## config.mk

```make
export PLATFORM = sky130hd
export DESIGN_NAME = mhs_div
export DESIGN_NICKNAME = d
export VERILOG_FILES = /design/src/mhs_pkg.sv /design/src/mhs_div.sv
export SDC_FILE = /design/constraint.sdc
export NUM_CORES = 1
export LEC_CHECK = 0
export BUFFER_PORTS_ARGS = -buffer_cell sky130_fd_sc_hd__buf_2
export CELL_PAD_IN_SITES_DETAIL_PLACEMENT = 0
export CELL_PAD_IN_SITES_GLOBAL_PLACEMENT = 2
export CORE_MARGIN = 8
export CORE_UTILIZATION = 38
export DETAILED_ROUTE_END_ITERATION = 8
export GPL_TIMING_DRIVEN = 0
export PLACE_DENSITY_LB_ADDON = 0.1
export REMOVE_ABC_BUFFERS = 1
export SYNTH_ARGS = -nofsm -noshare
export SYNTH_HDL_FRONTEND = slang
export SYNTH_SLANG_ARGS = --single-unit
```

## constraint.sdc

```tcl
create_clock -name clk -period 9.4 [get_ports clk]
set_input_delay 1.88 -clock clk [delete_from_list [all_inputs] [get_ports clk]]
set_output_delay 1.88 -clock clk [all_outputs]
set_load 0.05 [all_outputs]
```

## src/mhs_pkg.sv

```systemverilog
`default_nettype none
package mhs_pkg;
	localparam int COORD_BITS_DEF = 12;
	localparam int ANGLE_FRAC_DEF = 8;
	localparam int RANGE_FRAC_DEF = 4;
	localparam int CORDIC_STEPS = 20;
	localparam int CORDIC_FRAC = 20;
	localparam int PRE_SHIFT = 16;
	localparam int CW = 56;

	localparam logic [1:0] MODE_FRONT = 2'd0;
	localparam logic [1:0] MODE_REAR = 2'd1;
	localparam logic [1:0] MODE_USER = 2'd2;
	localparam logic [1:0] MODE_STATION = 2'd3;

	localparam logic [1:0] CMD_NONE = 2'd0;
	localparam logic [1:0] CMD_LEFT = 2'd1;
	localparam logic [1:0] CMD_RIGHT = 2'd2;
	localparam logic [1:0] CMD_FWD = 2'd3;

	localparam logic [1:0] REG_TURN_RATE = 2'd0;
	localparam logic [1:0] REG_DRIVE_SPEED = 2'd1;
	localparam logic [1:0] REG_ANGLE_DB = 2'd2;
	localparam logic [1:0] REG_DIST_DB = 2'd3;

	typedef struct packed {
		logic [1:0] mode;
		logic [11:0] corner0_x;
		logic [11:0] corner0_y;
		logic [11:0] corner1_x;
		logic [11:0] corner1_y;
		logic [11:0] corner2_x;
		logic [11:0] corner2_y;
		logic [11:0] corner3_x;
		logic [11:0] corner3_y;
	} in_beat_t;

	typedef struct packed {
		logic [15:0] heading_error;
		logic [16:0] station_range;
		logic turn_right;
		logic geometry_updated;
		logic [1:0] command;
		logic [20:0] duration;
	} out_beat_t;

	typedef enum logic [3:0] {
		ST_IDLE, ST_CENTRE, ST_PROD, ST_CORDIC, ST_ANGLE, ST_CMD, ST_DIV, ST_DUR, ST_OUT
	} state_t;

	typedef struct packed {
		logic start;
	} unit_ctl_t;

	function automatic logic [CW-1:0] atan_entry(input logic [4:0] i);
		case (i)
			5'd0: atan_entry = CW'(47185920);
			5'd1: atan_entry = CW'(27855475);
			5'd2: atan_entry = CW'(14718068);
			5'd3: atan_entry = CW'(7471121);
			5'd4: atan_entry = CW'(3750058);
			5'd5: atan_entry = CW'(1876857);
			5'd6: atan_entry = CW'(938658);
			5'd7: atan_entry = CW'(469357);
			5'd8: atan_entry = CW'(234682);
			5'd9: atan_entry = CW'(117342);
			5'd10: atan_entry = CW'(58671);
			5'd11: atan_entry = CW'(29335);
			5'd12: atan_entry = CW'(14668);
			5'd13: atan_entry = CW'(7334);
			5'd14: atan_entry = CW'(3667);
			5'd15: atan_entry = CW'(1833);
			5'd16: atan_entry = CW'(917);
			5'd17: atan_entry = CW'(458);
			5'd18: atan_entry = CW'(229);
			5'd19: atan_entry = CW'(115);
			default: atan_entry = '0;
		endcase
	endfunction
endpackage
`default_nettype wire

```

## src/mhs_div.sv

```systemverilog
`default_nettype none
// Restoring divider, one quotient bit per cycle.
module mhs_div #(
	parameter int NW = 32,
	parameter int DW = 20
) (
	input wire logic clk,
	input wire logic arst_n,
	input wire mhs_pkg::unit_ctl_t ctl,
	input wire logic [NW-1:0] numer,
	input wire logic [DW-1:0] denom,
	output logic done,
	output logic [NW-1:0] quot
);
	import mhs_pkg::*;
	localparam int CB = $clog2(NW + 1);
	logic [NW-1:0] q_q;
	logic [DW:0] rem_q;
	logic [DW-1:0] d_q;
	logic [CB-1:0] k_q;
	logic run_q;
	logic [DW:0] sh, diff;

	assign sh = {rem_q[DW-1:0], q_q[NW-1]};
	assign diff = sh - {1'b0, d_q};
	assign quot = q_q;
	assign done = run_q && (k_q == CB'(NW - 1));

	always_ff @(posedge clk or negedge arst_n) begin
		if (!arst_n) begin
			run_q <= 1'b0;
			k_q <= '0;
		end else if (ctl.start) begin
			run_q <= 1'b1;
			k_q <= '0;
		end else if (run_q) begin
			if (done) run_q <= 1'b0;
			else k_q <= k_q + CB'(1);
		end
	end

	always_ff @(posedge clk) begin
		if (ctl.start) begin
			q_q <= numer;
			rem_q <= '0;
			d_q <= denom;
		end else if (run_q) begin
			if (!diff[DW]) begin
				rem_q <= diff;
				q_q <= {q_q[NW-2:0], 1'b1};
			end else begin
				rem_q <= sh;
				q_q <= {q_q[NW-2:0], 1'b0};
			end
		end
	end
endmodule
`default_nettype wire

```

==> metrics.csv <==
metric;value;unit
Placer Congestion;0.7371;
vias in the first global route;3490;
Reg2Reg Depth;11;
Crit path depth;3;
antenna viol nets, final;0;
slowest cell on the critical path;dfrtp_1;
synthesized flop and latch total;79;
Power Total;1364;uW
DRT Wirelength;10740;um
initial DRC count;170;
Top FF cell, synth;edfxtp_1;
Worst EP required;7520;ps
CP delay by family, top;flip-flops;
H-tree levels;3;
hold path depth;2;
CP cell instances;inv_1 -> nor3_1 -> buf_2;
Crit Path Class;reg2out;
# Max-Cap Violations;0;
CTS-repair resized insts;0;
Core Box Area;11320;um2
commonest non-fill, non-tap cells in the layout;86 x buf_2, 52 x edfxtp_1, 35 x nor2_1;
Arrival @ worst endpoint;2410;ps
CTS tree;yes;
Crit. End Element;output port;
DR WL met2;4753;um
register share of total power;0.349;
clk_skew;7.623;ps
Mean Syn Cell Area;10.72;um2
worst vdd ir;0.1048;mV
DRT met1 WL;5099;um
Die ar.;15160;um2
clock net sink count;79;
1st-pass router iterations;4;
antenna violations before repair;0;
Synth cell types;55;
Initial Utilization;0.3853;
async set-or-reset flop fraction in the synthesized netlist;0.08861;
num ports;88;
Max Fclk;0.2329;GHz
post-route setup TNS;0;ps
via count;3363;
Final Hold Fails;0;
power share of the clock group;0.270;
status;finished, final reports clean;
final setup fails;0;
internal power;858.2;uW
Die W;123.1;um
Tot GR Track Use;0.1461;
fin crit period;4293;ps
register area share after synthesis;0.4900;
Area growth syn-to-layout;20.40;%
ANT cells;0;
Tcrit/Tclk final;0.4567;
Top Layer Used;met4;
Pleak;0.002273;uW
layout cells sized above 1;0.2762;
synth warn;0;
first-pass GRT wire length;17350;um
total gr overflow;0;
Syn Std Cell Area;4362;um2
vias per inst;5.263;
Pwr per Cell Area;259.8;nW/um2
routed len/inst;16.81;um
largest net degree at the start of global routing;55;
Clk Latency, worst-skew pair;330;ps
Buffers on Ports;87;
slew margin rel.;0.1278;
FF+latch area;2137;um2
root buffer cell;clkbuf_16;
Inserted Clock Buffers;9;
WL met3;756;um
Clock transition at path regs;60;ps
DP HPWL;7711;um
fin nets;568;
Critical Path Fanout Max;36;
post-synthesis cell count;407;
RSZ-0062 raised after global routing;no;
setup bufs post-CTS;0;
Longest Clk Path Bufs;2;
WP buf/inv;2;
num rows;39;
EDFF count, synth;52;
Tightest Pin Transition;1301;ps
DRC;0;
Multi-input gate area;2063;um2
Logic pwr share;0.381;
Worst Setup Start Kind;register;
CP peak stage delay;1130;ps
P_sw;505.8;uW
Hold Path Class;reg2reg;
Sw Ratio;0.3708;
fill count;1090;
commonest non-fill, non-tap cell in the layout;buf_2;
Slew Viols, Final;0;
Hold Buf Count CTS;0;
die height;123.1;um
[through the flow]
step           hold slack [ps]    util  setup WS, ps  cell area [um2]  cells
2_1_floorplan            468.8       -          5374             4302    392
3_3_place_gp             490.7  0.4342          4475             4916    622
3_5_place_dp             498.0  0.4369          5261             4946    623
4_1_cts                  507.1  0.4639          5062             5251    639
5_1_grt                  536.2  0.4639          4831             5251    639
6_report                 501.8  0.4639          5107             5251    639
[sequential cells by signal (all words and copies together) (netlist names)]
name and cells:
quot 32, rem_q 20, run_q 1, k_q 6
d_q 20
[final cells by class]
type                       instances  share of cell area
sequential                        79              0.4070
clock buffer                      10             0.04360
tap                              143             0.03407
clock inverter                     6             0.01453
timing repair buffer              88             0.08863
multi-input combinational        286              0.3929
inverter                          27             0.01930
[cell usage after synthesis, drive strengths merged, types with 12 or more instances]
master / number / area (um2)
ha: 21 / 262.8
a311oi: 13 / 113.9
dfxtp: 20 / 400.4
nor2: 35 / 131.4
inv: 27 / 101.4
mux2: 31 / 349.1
nand3: 12 / 60.06
nand2: 28 / 105.1
xor2: 12 / 105.1
o21ai: 27 / 135.1
a21oi: 19 / 95.09
edfxtp: 52 / 1562
[power by group through the flow]
stage	Clock, uW	Combinational [uW]	Sequential [uW]
final	368	520	476
after CTS	378	525	477
after global routing	393	573	485
after floorplan	0	332	530
after global placement	0	517	483
after detailed placement	0	521	483
[layer usage]
metal | vias up | track usage
met4 | 0 | 0.05192
li1 | 1713 | -
met3 | 11 | 0.05297
met5 | - | 0
met1 | 1558 | 0.1864
met2 | 81 | 0.2237
[kinds of logic after synthesis]
logic type | synth area share
and+or+nand+nor | 0.1259
adders and majority gates | 0.06483
muxes | 0.08462
DFF | 0.4900
buffers and inverters | 0.03701
AOI/OAI and AO/OA | 0.1635
xor gates and xnor gates | 0.03414
[final timing paths]
kind,start,endpoint,slack [ps]
setup / recovery,run_q,done,5110
hold / removal,rem_q[6],rem_q[6],500
setup reg to reg,quot[31],rem_q[5],5560
hold reg to reg,rem_q[6],rem_q[6],500
max in group asynchronous,arst_n,k_q[3],7880
min in group asynchronous,arst_n,run_q,1360
[worst register-to-register path, stage by stage (launching register included)]
cell and delay [ps]:
edfxtp_1 400, inv_1 70, ha_1 170, fa_1 220, nor2b_1 60, o21a_1 200
o211ai_1 380, a2111o_1 320, a31oi_4 160, nor3_2 1060, nor2_1 300, a221o_1 400
(Power assumes the default switching activity.)
