$ cat config.mk
export PLATFORM = sky130hd
export DESIGN_NAME = mhs_sqrt
export DESIGN_NICKNAME = d
export VERILOG_FILES = /design/src/mhs_pkg.sv /design/src/mhs_sqrt.sv
export SDC_FILE = /design/constraint.sdc
export NUM_CORES = 1
export LEC_CHECK = 0
export BUFFER_PORTS_ARGS = -buffer_cell sky130_fd_sc_hd__buf_2
export CORE_MARGIN = 2
export CORE_UTILIZATION = 49
export DETAILED_ROUTE_END_ITERATION = 6
export PLACE_DENSITY = 0.69
export SYNTH_ARGS = -nofsm -noshare
export SYNTH_HDL_FRONTEND = slang
export SYNTH_SLANG_ARGS = --single-unit
$ cat constraint.sdc
create_clock -name clk -period 3.5 [get_ports clk]
set_clock_uncertainty 0.15 [all_clocks]
set_input_delay 0.35 -clock clk [delete_from_list [all_inputs] [get_ports clk]]
set_output_delay 0.35 -clock clk [all_outputs]
set_load 0.005 [all_outputs]
$ cat src/mhs_pkg.sv
`default_nettype none
package mhs_pkg;
	localparam int COORD_BITS_DEF = 12;
	localparam int ANGLE_FRAC_DEF = 8;
	localparam int RANGE_FRAC_DEF = 4;
	localparam int CORDIC_STEPS = 20;
	localparam int CORDIC_FRAC = 20;
	localparam int PRE_SHIFT = 16;
	localparam int CW = 56;

	localparam logic [1:0] MODE_FRONT = 2'd0;
	localparam logic [1:0] MODE_REAR = 2'd1;
	localparam logic [1:0] MODE_USER = 2'd2;
	localparam logic [1:0] MODE_STATION = 2'd3;

	localparam logic [1:0] CMD_NONE = 2'd0;
	localparam logic [1:0] CMD_LEFT = 2'd1;
	localparam logic [1:0] CMD_RIGHT = 2'd2;
	localparam logic [1:0] CMD_FWD = 2'd3;

	localparam logic [1:0] REG_TURN_RATE = 2'd0;
	localparam logic [1:0] REG_DRIVE_SPEED = 2'd1;
	localparam logic [1:0] REG_ANGLE_DB = 2'd2;
	localparam logic [1:0] REG_DIST_DB = 2'd3;

	typedef struct packed {
		logic [1:0] mode;
		logic [11:0] corner0_x;
		logic [11:0] corner0_y;
		logic [11:0] corner1_x;
		logic [11:0] corner1_y;
		logic [11:0] corner2_x;
		logic [11:0] corner2_y;
		logic [11:0] corner3_x;
		logic [11:0] corner3_y;
	} in_beat_t;

	typedef struct packed {
		logic [15:0] heading_error;
		logic [16:0] station_range;
		logic turn_right;
		logic geometry_updated;
		logic [1:0] command;
		logic [20:0] duration;
	} out_beat_t;

	typedef enum logic [3:0] {
		ST_IDLE, ST_CENTRE, ST_PROD, ST_CORDIC, ST_ANGLE, ST_CMD, ST_DIV, ST_DUR, ST_OUT
	} state_t;

	typedef struct packed {
		logic start;
	} unit_ctl_t;

	function automatic logic [CW-1:0] atan_entry(input logic [4:0] i);
		case (i)
			5'd0: atan_entry = CW'(47185920);
			5'd1: atan_entry = CW'(27855475);
			5'd2: atan_entry = CW'(14718068);
			5'd3: atan_entry = CW'(7471121);
			5'd4: atan_entry = CW'(3750058);
			5'd5: atan_entry = CW'(1876857);
			5'd6: atan_entry = CW'(938658);
			5'd7: atan_entry = CW'(469357);
			5'd8: atan_entry = CW'(234682);
			5'd9: atan_entry = CW'(117342);
			5'd10: atan_entry = CW'(58671);
			5'd11: atan_entry = CW'(29335);
			5'd12: atan_entry = CW'(14668);
			5'd13: atan_entry = CW'(7334);
			5'd14: atan_entry = CW'(3667);
			5'd15: atan_entry = CW'(1833);
			5'd16: atan_entry = CW'(917);
			5'd17: atan_entry = CW'(458);
			5'd18: atan_entry = CW'(229);
			5'd19: atan_entry = CW'(115);
			default: atan_entry = '0;
		endcase
	endfunction
endpackage
`default_nettype wire

$ cat src/mhs_sqrt.sv
`default_nettype none
// Bit-pair restoring square root, one result bit per cycle.
module mhs_sqrt #(
	parameter int NW = 48
) (
	input wire logic clk,
	input wire logic arst_n,
	input wire mhs_pkg::unit_ctl_t ctl,
	input wire logic [NW-1:0] radicand,
	output logic done,
	output logic [NW/2-1:0] root
);
	import mhs_pkg::*;
	localparam int RW = NW / 2;
	localparam int CB = $clog2(RW + 1);
	logic [NW-1:0] n_q;
	logic [RW+1:0] rem_q;
	logic [RW-1:0] r_q;
	logic [CB-1:0] k_q;
	logic run_q;
	logic [RW+1:0] trial, cand;

	assign cand = {rem_q[RW-1:0], n_q[NW-1 -: 2]};
	assign trial = cand - {r_q, 2'b01};
	assign root = r_q;
	assign done = run_q && (k_q == CB'(RW - 1));

	always_ff @(posedge clk or negedge arst_n) begin
		if (!arst_n) begin
			run_q <= 1'b0;
			k_q <= '0;
		end else if (ctl.start) begin
			run_q <= 1'b1;
			k_q <= '0;
		end else if (run_q) begin
			if (done) run_q <= 1'b0;
			else k_q <= k_q + CB'(1);
		end
	end

	always_ff @(posedge clk) begin
		if (ctl.start) begin
			n_q <= radicand;
			rem_q <= '0;
			r_q <= '0;
		end else if (run_q) begin
			n_q <= n_q << 2;
			if (!trial[RW+1]) begin
				rem_q <= trial;
				r_q <= {r_q[RW-2:0], 1'b1};
			end else begin
				rem_q <= cand;
				r_q <= {r_q[RW-2:0], 1'b0};
			end
		end
	end
endmodule
`default_nettype wire

==> out/qor.txt, run 1 <==
Boundary Pins: 76
worst-skew pair later-pin latency: 0.36 ns
hold slack: 0.122 ns
CTS tree: yes
worst reg2reg path depth: 11
Yosys top cell by area: edfxtp_1
status: complete, no violations
area grow syn2layout: 14.6%
ys async rst share: 0.0588
Total GRT Usage: 0.199
Max Fclk: 314 MHz
Starting Density: 0.498
Final HPWL DP: 8290 um
n_diodes: 0
Final Max Slew Viols: 0
GR Overflow Total: 0
height of the die: 111 um
Post-synth top cells: 70 x nor2_1, 48 x dfxtp_1, 48 x edfxtp_1
top cell type's share of synthesized area: 0.257
top post-synthesis cells by area: edfxtp_1 26%, dfxtp_1 17%, mux2_2 9.2%
H-tree levels: 3
DRC viols: 0
TritonCTS buffer count: 9
Max Fanout on Critical Path: 10
Stages on worst setup path: 11
share of cells above drive strength 1: 0.264
vias per inst: 5.54
post-synthesis cell count: 550
Mean Syn Cell Area: 10.2 sq um
minimum clock period: 3.19 ns
PnR worst setup slack: 0.313 ns
Finished Cell Area: 6430 sq um
Place WS: 0.299 ns
Hold Path Cell Cnt: 2
final core utilization: 0.570
routed vias: 4,254
vias in the first global route: 4,290
Die ar.: 12,300 sq um
final hold viol count: 0
final wirelength: 11,500 um
worst path cell trace: inv_1 -> ha_1 -> nor3_1 -> a2111oi_4 -> a32oi_1 -> o21a_2 -> a2111o_1 -> or2_1 -> buf_4 -> o21ai_0 -> a211oi_1
most frequent cell after synthesis: nor2_1
VDD IR-drop max: 0.348 mV
# setup viols final: 0
Cell Area, Placed: 6130 sq um
crit-path max cell delay: 0.41 ns
DRT iter0 DRCs: 216
YS warnings: 0
first-pass GRT wire length: 20,100 um
pin count of the biggest net entering global routing: 73
TNS Setup: 0 ns
Crit Path Class: flop to flop
Post-synth top flop: edfxtp_1
wire length per cell: 15.0 um
nets: 696
leak pwr: 2.87 nW
Critical Path AT: 3.23 ns
PD cells: 787 nW/um^2
I/O Buffers: 75
Max Buffers Root-to-Sink: 2
Worst setup EP type: flop
First-pass DRT Iterations: 4
register area share after synthesis: 0.455
clock root cell: clkbuf_16
CTS Sinks: 102
Netlist cell types: 57
FF+latch count, synth: 102
Crit path required time: 3.54 ns
Row Count: 39
post-CTS resize count: 0
worst slew pin tran: 0.900 ns
Hold Path Class: input pin to flop
total of max-cap violations: 0
RSZ-0062 raised after global routing: no
worst rel slew slack: 0.400
Top Family by Delay on Critical Path: compound AO/OA/AOI/OAI gates
Worst-path clk slew: 0.07 ns
Core Region: 11,300 sq um
initial antenna violation count: 0
CP max stage cell: dfxtp_1
EDFF count, synth: 48
crit share post-route: 0.911
post-synthesis net count: 626
nature of the critical path startpoint: flop
GPL Wtd Cong: 0.882
WP buf/inv: 2
Die Wd: 111 um
Detail Route Antenna Nets: 0
Synth Cell Area: 5610 sq um
[path summary, 6_finish.rpt]
kind	startpoint	end	slack [ns]
max	root[1]	rem_q[9]	0.31
min	radicand[1]	n_q[1]	0.12
max reg2reg	root[1]	rem_q[9]	0.31
min reg2reg	rem_q[23]	rem_q[23]	0.36
max in group asynchronous	arst_n	run_q	2.82
min in group asynchronous	arst_n	k_q[0]	0.22
[report_power, final]
group          total, mW  switching (mW)  internal [mW]
Clock              0.979           0.480          0.499
Sequential          1.54           0.107           1.43
Combinational       2.54            1.38           1.16
Total               5.06            1.97           3.09
[cells in the final DEF, fill, tap and decap left out, types with 5 or more instances in the layout]
cell and n:
a211oi_1 8, a21o_1 8, a21oi_1 20, a311oi_1 9, a311oi_2 8, and2_1 5
and3_1 5, buf_2 74, buf_4 12, clkbuf_16 9, dfrtp_1 5, dfxtp_1 48
edfxtp_1 48, ha_1 25, inv_1 35, mux2_2 46, mux2i_1 26, nand2_1 43
nand3_1 7, nor2_1 70, nor3_1 7, o21ai_0 19, or3_1 7, xnor2_1 12
xor2_1 8
[layer usage]
metal,vias up,GRT usage,part of all wire
met5,-,0,0
met4,0,0.0817,0.020
met3,15,0.0536,0.058
met2,92,0.330,0.48
met1,2029,0.247,0.44
li1,2118,-,-
[flip-flops by register name (all words and copies together) (netlist names)]
name	flops
run_q	1
root	24
k_q	5
n_q	48
rem_q	24
[area by class of cell]
cell class	instances	area [sq um]
well taps	143	179
clock inverters	7	61.3
fillers	1025	4840
multi-input cells	385	2810
clock buffers	9	225
flip-flops and latches	102	2550
inverters	35	131
repair buffers	87	470
[logic make-up after synthesis]
| group | Yosys count | synth area share |
|---|---|---|
| flip-flops | 102 | 0.455 |
| multiplexers | 72 | 0.139 |
| XOR/XNOR | 20 | 0.0312 |
| buffers and inverters | 63 | 0.0448 |
| AND/OR/NAND/NOR | 165 | 0.133 |
| AO/OA/AOI/OAI | 103 | 0.142 |
| adder cells (fa/ha/maj) | 25 | 0.0558 |
[through the flow]
step           power, mW  cells
5_1_grt             5.45    768
2_1_floorplan       3.51    550
6_report            5.06    768
4_1_cts             5.09    768
3_3_place_gp        4.03    751
3_5_place_dp        4.08    751
[timing repair]
item | 4_1_cts | 5_1_grt
buffers inserted | 0 | 0
hold buffers | 1 | 0
hold endpoints to repair | 6 | 0
endpoints found under the setup margin | 0 | 0
No activity file was read; power rests on OpenSTA's default activity.
==> inputs of run 2 (changes only) <==
--- a/config.mk
+++ b/config.mk
@@ -5,11 +5,12 @@
 export SDC_FILE = /design/constraint.sdc
 export NUM_CORES = 1
 export LEC_CHECK = 0
+export ABC_AREA = 1
 export BUFFER_PORTS_ARGS = -buffer_cell sky130_fd_sc_hd__buf_2
 export CORE_MARGIN = 2
 export CORE_UTILIZATION = 49
 export DETAILED_ROUTE_END_ITERATION = 6
-export PLACE_DENSITY = 0.69
+export PLACE_DENSITY = 0.68
 export SYNTH_ARGS = -nofsm -noshare
 export SYNTH_HDL_FRONTEND = slang
 export SYNTH_SLANG_ARGS = --single-unit
==> constraint.sdc (replaced) <==
create_clock -name clk -period 3.5 [get_ports clk]
set_clock_uncertainty 0.15 [all_clocks]
set_input_delay 0.35 -clock clk [delete_from_list [all_inputs] [get_ports clk]]
set_output_delay 0.35 -clock clk [all_outputs]
set_load 0.01 [all_outputs]
==> out/qor.txt, run 2 <==
RSZ-0062 raised after global routing: no
Internal Pwr Total: 3.14 mW
GR Overflow Total: 0
register area share after synthesis: 0.406
Synth Cell Area: 6280 sq um
Sw Share: 0.473
Worst-path clk slew: 0.07 ns
First-pass DRT Iterations: 5
H-tree levels: 3
Clock power frac: 0.173
Netlist cell types: 37
total of max-cap violations: 0
DRT iter0 DRCs: 280
Total GRT Usage: 0.221
Final HPWL DP: 10,300 um
Simple-Gate Fraction of Synth Area: 0.372
Crit path required time: 3.61 ns
commonest non-fill, non-tap cell in the layout: nand2_1
multiplexer share of the synthesized area: 0
status: complete, no violations
CTS tree: yes
CTS Sinks: 102
Max Fanout on Critical Path: 24
final hold viol count: 0
vias in the first global route: 5,071
post-synthesis net count: 958
FF+latch count, synth: 102
most frequent cell after synthesis: nand2_1
Max Buffers Root-to-Sink: 2
area grow syn2layout: 12.6%
combinational power share: 0.569
fill cell count: 1,244
crit share post-route: 0.753
initial antenna violation count: 0
Boundary Pins: 76
PD cells: 843 nW/um^2
max reg flops: 48
YS warnings: 0
vias per inst: 4.84
Crit Path Class: flop to flop
Post-synth top flop: edfxtp_1
worst-skew pair later-pin latency: 0.36 ns
TritonCTS buffer count: 9
ys async rst share: 0.0588
post-synthesis xor/xnor area fraction: 0.0169
DRC viols: 0
commonest cells after routing, fill and taps aside: 397 x nand2_1, 137 x inv_1, 75 x buf_2, 49 x nand3_1
Die ar.: 13,700 sq um
wire length per cell: 12.5 um
footprint of the multi-input gates: 3050 sq um
# setup viols final: 0
post-synthesis cell count: 882
share of power burned in registers: 0.259
clock root cell: clkbuf_16
Hold Path Class: input pin to flop
Switch Pwr: 2.82 mW
VDD IR-drop max: 0.558 mV
Row Count: 41
total power: 5.96 mW
leak pwr: 3.87 nW
Core Region: 12,600 sq um
Post-synth top cells: 397 x nand2_1, 138 x inv_1, 49 x nand3_1
GPL Wtd Cong: 0.908
Worst setup EP type: flop
pin count of the biggest net entering global routing: 52
Synth Area in Compound Gates: 0.0458
minimum clock period: 2.63 ns
main combinational cell family by area after synthesis: simple AND/OR/NAND/NOR gates
top post-synthesis cells by area: nand2_1 24%, edfxtp_1 23%, dfxtp_1 15%
Starting Density: 0.500
share of cells above drive strength 1: 0.152
I/O Buffers: 75
Max Fclk: 380 MHz
nets: 1,026
Final Max Slew Viols: 0
Detail Route Antenna Nets: 0
worst slew pin tran: 0.880 ns
worst rel slew slack: 0.412
Mean Syn Cell Area: 7.12 sq um
FF+latch area: 2550 sq um
Critical Path AT: 2.74 ns
first-pass GRT wire length: 23,700 um
EDFF count, synth: 48
final wirelength: 14,100 um
routed vias: 5,455
TNS Setup: 0 ns
Most flops, register: n_q
Post-Synth Adder-Cell Area: 0.0498
Yosys top cell by area: nand2_1
nature of the critical path startpoint: flop
n_diodes: 0
Die Wd: 117 um
top cell type's share of synthesized area: 0.237
height of the die: 117 um
[run 2: critical path, cell delays in order, from the launching register on]
cell	delay (ns)
dfxtp_1	0.33
inv_1	0.07
ha_1	0.35
a21oi_1	0.23
nor2_1	0.06
nor2_1	0.10
nand2_1	0.13
a21oi_4	0.20
nand3_4	0.34
nand2_2	0.32
nand2_1	0.10
nand3_1	0.08
nand2_1	0.05
[run 2: repair_timing]
| action | CTS | global route |
|---|---|---|
| hold buffers | 1 | 0 |
| setup buffers | 0 | 0 |
| resized for setup | 0 | 0 |
| hold endpoints to repair | 6 | 0 |
| setup endpoints to repair | 0 | 0 |
[run 2: power by group through the flow]
stage	combinational [mW]	sequential [mW]	clock, mW
6_report	3.39	1.54	1.03
3_3_place_gp	3.32	1.57	0
3_5_place_dp	3.35	1.57	0
4_1_cts	3.37	1.54	1.05
2_1_floorplan	2.78	1.53	0
5_1_grt	3.88	1.56	1.10
[run 2: per-layer routing]
metal / track usage / share of wire
met1: 0.296 / 0.47
met2: 0.346 / 0.45
met3: 0.0469 / 0.050
met4: 0.0957 / 0.026
met5: 0 / 0
[run 2: logic make-up (layout without fill, tap and decap cells)]
family | Yosys count | count (layout)
buf+inv | 167 | 240
fa+ha+maj | 25 | 25
xor+xnor | 10 | 10
flops | 102 | 102
compound gates | 47 | 47
simple gates | 531 | 531
[run 2: path summary, 6_finish.rpt]
| kind | from | end | slack [ns] | cells past startpoint |
|---|---|---|---|---|
| worst min register to register | rem_q[22] | rem_q[22] | 0.32 | 2 |
| min in group asynchronous | arst_n | k_q[0] | 0.20 | 2 |
| worst min-delay path | radicand[1] | n_q[1] | 0.1 | 3 |
| worst max-delay path | root[20] | rem_q[16] | 0.87 | 12 |
| max in group asynchronous | arst_n | k_q[1] | 2.86 | 2 |
| worst max register to register | root[20] | rem_q[16] | 0.87 | 12 |
[run 2: area by class of cell]
type | instances | share of cell area
clock buffer | 10 | 0.0324
clock inverter | 6 | 0.00955
inverter | 142 | 0.0754
multi-input combinational | 613 | 0.431
sequential | 102 | 0.361
tap | 172 | 0.0304
timing repair buffer | 82 | 0.0609
[run 2: per-stage QoR]
stage	cells	util	instance area [sq um]	hold slack [ns]	worst slack (ns)
final	1127	0.563	7070	0.0953	0.866
after global routing	1127	0.563	7070	0.100	0.607
after CTS	1127	0.563	7070	0.0839	0.856
after detailed placement	1110	0.538	6770	0.0344	0.867
after global placement	1110	0.538	6770	0.0351	0.947
after floorplan	882	-	6280	-0.0956	0.673
==> inputs of run 3 (changes only) <==
--- a/config.mk
+++ b/config.mk
@@ -10,7 +10,7 @@
 export CORE_MARGIN = 2
 export CORE_UTILIZATION = 49
 export DETAILED_ROUTE_END_ITERATION = 6
-export PLACE_DENSITY = 0.68
+export PLACE_DENSITY = 0.71
 export SYNTH_ARGS = -nofsm -noshare
 export SYNTH_HDL_FRONTEND = slang
 export SYNTH_SLANG_ARGS = --single-unit
==> constraint.sdc (replaced) <==
create_clock -name clk -period 2.3 [get_ports clk]
set_clock_uncertainty 0.15 [all_clocks]
set_input_delay 0.23 -clock clk [delete_from_list [all_inputs] [get_ports clk]]
set_output_delay 0.23 -clock clk [all_outputs]
set_load 0.01 [all_outputs]
==> out/qor.txt, run 3 (synthesis results as in run 2) <==
status: complete, no violations
crit-path max cell delay: 0.34 ns
pin count of the biggest net entering global routing: 56
worst slew pin tran: 0.513 ns
CP max stage cell: dfxtp_1
Worst setup EP type: flop
worst path cell trace: inv_2 -> ha_4 -> nand2_1 -> nand2_1 -> nand2_1 -> nand2_1 -> inv_1 -> nand2_2 -> a21oi_4 -> nand3_4 -> clkbuf_16 -> nand3_1 -> nand2_1 -> nand2_1 -> nand2_1
minimum clock period: 2.19 ns
Worst-path clk slew: 0.07 ns
fill cell count: 1,056
footprint of the multi-input gates: 3400 sq um
Final Max Slew Viols: 0
TNS Setup: 0 ns
PD cells: 1280 nW/um^2
Final HPWL DP: 10,600 um
height of the die: 117 um
Max Fanout on Critical Path: 6
Row Count: 41
Total GRT Usage: 0.233
vias per inst: 4.91
nature of the critical path startpoint: flop
GPL Wtd Cong: 0.930
clock root cell: clkbuf_16
DRT iter0 DRCs: 373
Detail Route Antenna Nets: 0
# setup viols final: 0
hold slack: 0.00734 ns
Core Region: 12,600 sq um
Max Buffers Root-to-Sink: 2
VDD IR-drop max: 0.644 mV
commonest non-fill, non-tap cell in the layout: nand2_1
n_diodes: 0
nets: 1,095
TritonCTS buffer count: 9
Starting Density: 0.500
Crit path required time: 2.40 ns
I/O Buffers: 75
total of max-cap violations: 0
initial antenna violation count: 0
Max Fclk: 456 MHz
area grow syn2layout: 30.9%
CTS tree: yes
DRC viols: 0
first-pass GRT wire length: 25,200 um
max reg flops: 48
Crit Path Class: flop to flop
Critical Path AT: 2.30 ns
commonest cells after routing, fill and taps aside: 387 x nand2_1, 129 x inv_1, 75 x buf_2, 48 x edfxtp_1, 47 x nand3_1
final hold viol count: 0
worst-skew pair later-pin latency: 0.37 ns
CTS Sinks: 102
share of cells above drive strength 1: 0.225
FF+latch area: 2560 sq um
Boundary Pins: 76
worst rel slew slack: 0.655
vias in the first global route: 5,532
crit share post-route: 0.954
WP buf/inv: 3
routed vias: 5,867
final wirelength: 15,800 um
leak pwr: 4.30 nW
CP dominant cell by count: nand2_1
Hold Path Class: input pin to flop
Most flops, register: n_q
GR Overflow Total: 0
Top Family by Delay on Critical Path: simple AND/OR/NAND/NOR gates
First-pass DRT Iterations: 5
H-tree levels: 3
wire length per cell: 13.2 um
Die ar.: 13,700 sq um
Die Wd: 117 um
[run 3: changes by cell type in the layout (fill, tap and decap cells not counted), moves of 7 or more]
cell	before	now
nand2_1	397	387
inv_2	4	12
buf_4	6	29
dlygate4sd3_1	1	37
ha_1	25	3
buf_12	0	8
inv_1	137	129
ha_4	0	21
nand2_2	7	14
[run 3: report_power, final]
| part | switching [mW] | internal (mW) |
|---|---|---|
| registers | 0.222 | 2.17 |
| clock network | 0.720 | 1.08 |
| logic | 3.70 | 2.63 |
| total | 4.65 | 5.88 |
[run 3: per-layer routing]
metal / share of wire / wire length [um] / global-route usage / vias up
met5: 0 / 0 / 0 / -
met4: 0.017 / 269 / 0.0682 / 0
met3: 0.048 / 764 / 0.0525 / 26
met2: 0.51 / 7990 / 0.405 / 151
met1: 0.43 / 6770 / 0.289 / 2675
li1: - / - / - / 3015
[run 3: final cells by class]
class | instances | share of cell area
clock inverter | 7 | 0.0151
sequential | 102 | 0.311
inverter | 142 | 0.0648
tap | 172 | 0.0262
clock buffer | 9 | 0.0274
timing repair buffer | 151 | 0.143
multi-input combinational | 613 | 0.413
[run 3: worst min-delay path, cell delays in order]
cell     delay (ns)
buf_2          0.09
nand2_1        0.05
nand2_1        0.06
[run 3: path summary, 6_finish.rpt]
| path | from | endpoint | slack (ns) | cells past startpoint |
|---|---|---|---|---|
| min reg2reg | rem_q[0] | rem_q[0] | 0.34 | 2 |
| max in group asynchronous | arst_n | run_q | 1.79 | 2 |
| max reg2reg | root[12] | rem_q[3] | 0.11 | 15 |
| min | radicand[10] | n_q[10] | 0.007 | 3 |
| max | root[12] | rem_q[3] | 0.11 | 15 |
| min in group asynchronous | arst_n | k_q[0] | 0.06 | 2 |
[run 3: timing repair]
action                                  4_1_cts  5_1_grt
endpoints found under the hold margin        42        0
endpoints found under the setup margin        5       25
gates cloned                                  0        2
hold buffers                                 37        0
pin swaps                                     1        9
setup buffers                                 2        3
resized for setup                             0       59
[run 3: per-stage QoR]
stage	utilization	cell area [sq um]	total power [mW]	instances	setup slack, ns
2_1_floorplan	-	6290	6.57	882	0.200
3_3_place_gp	0.560	7040	7.80	1136	0.00498
3_5_place_dp	0.560	7040	7.86	1136	0.000566
4_1_cts	0.620	7800	9.91	1191	0.0371
5_1_grt	0.654	8230	11.4	1196	-0.0247
6_report	0.654	8230	10.5	1196	0.106
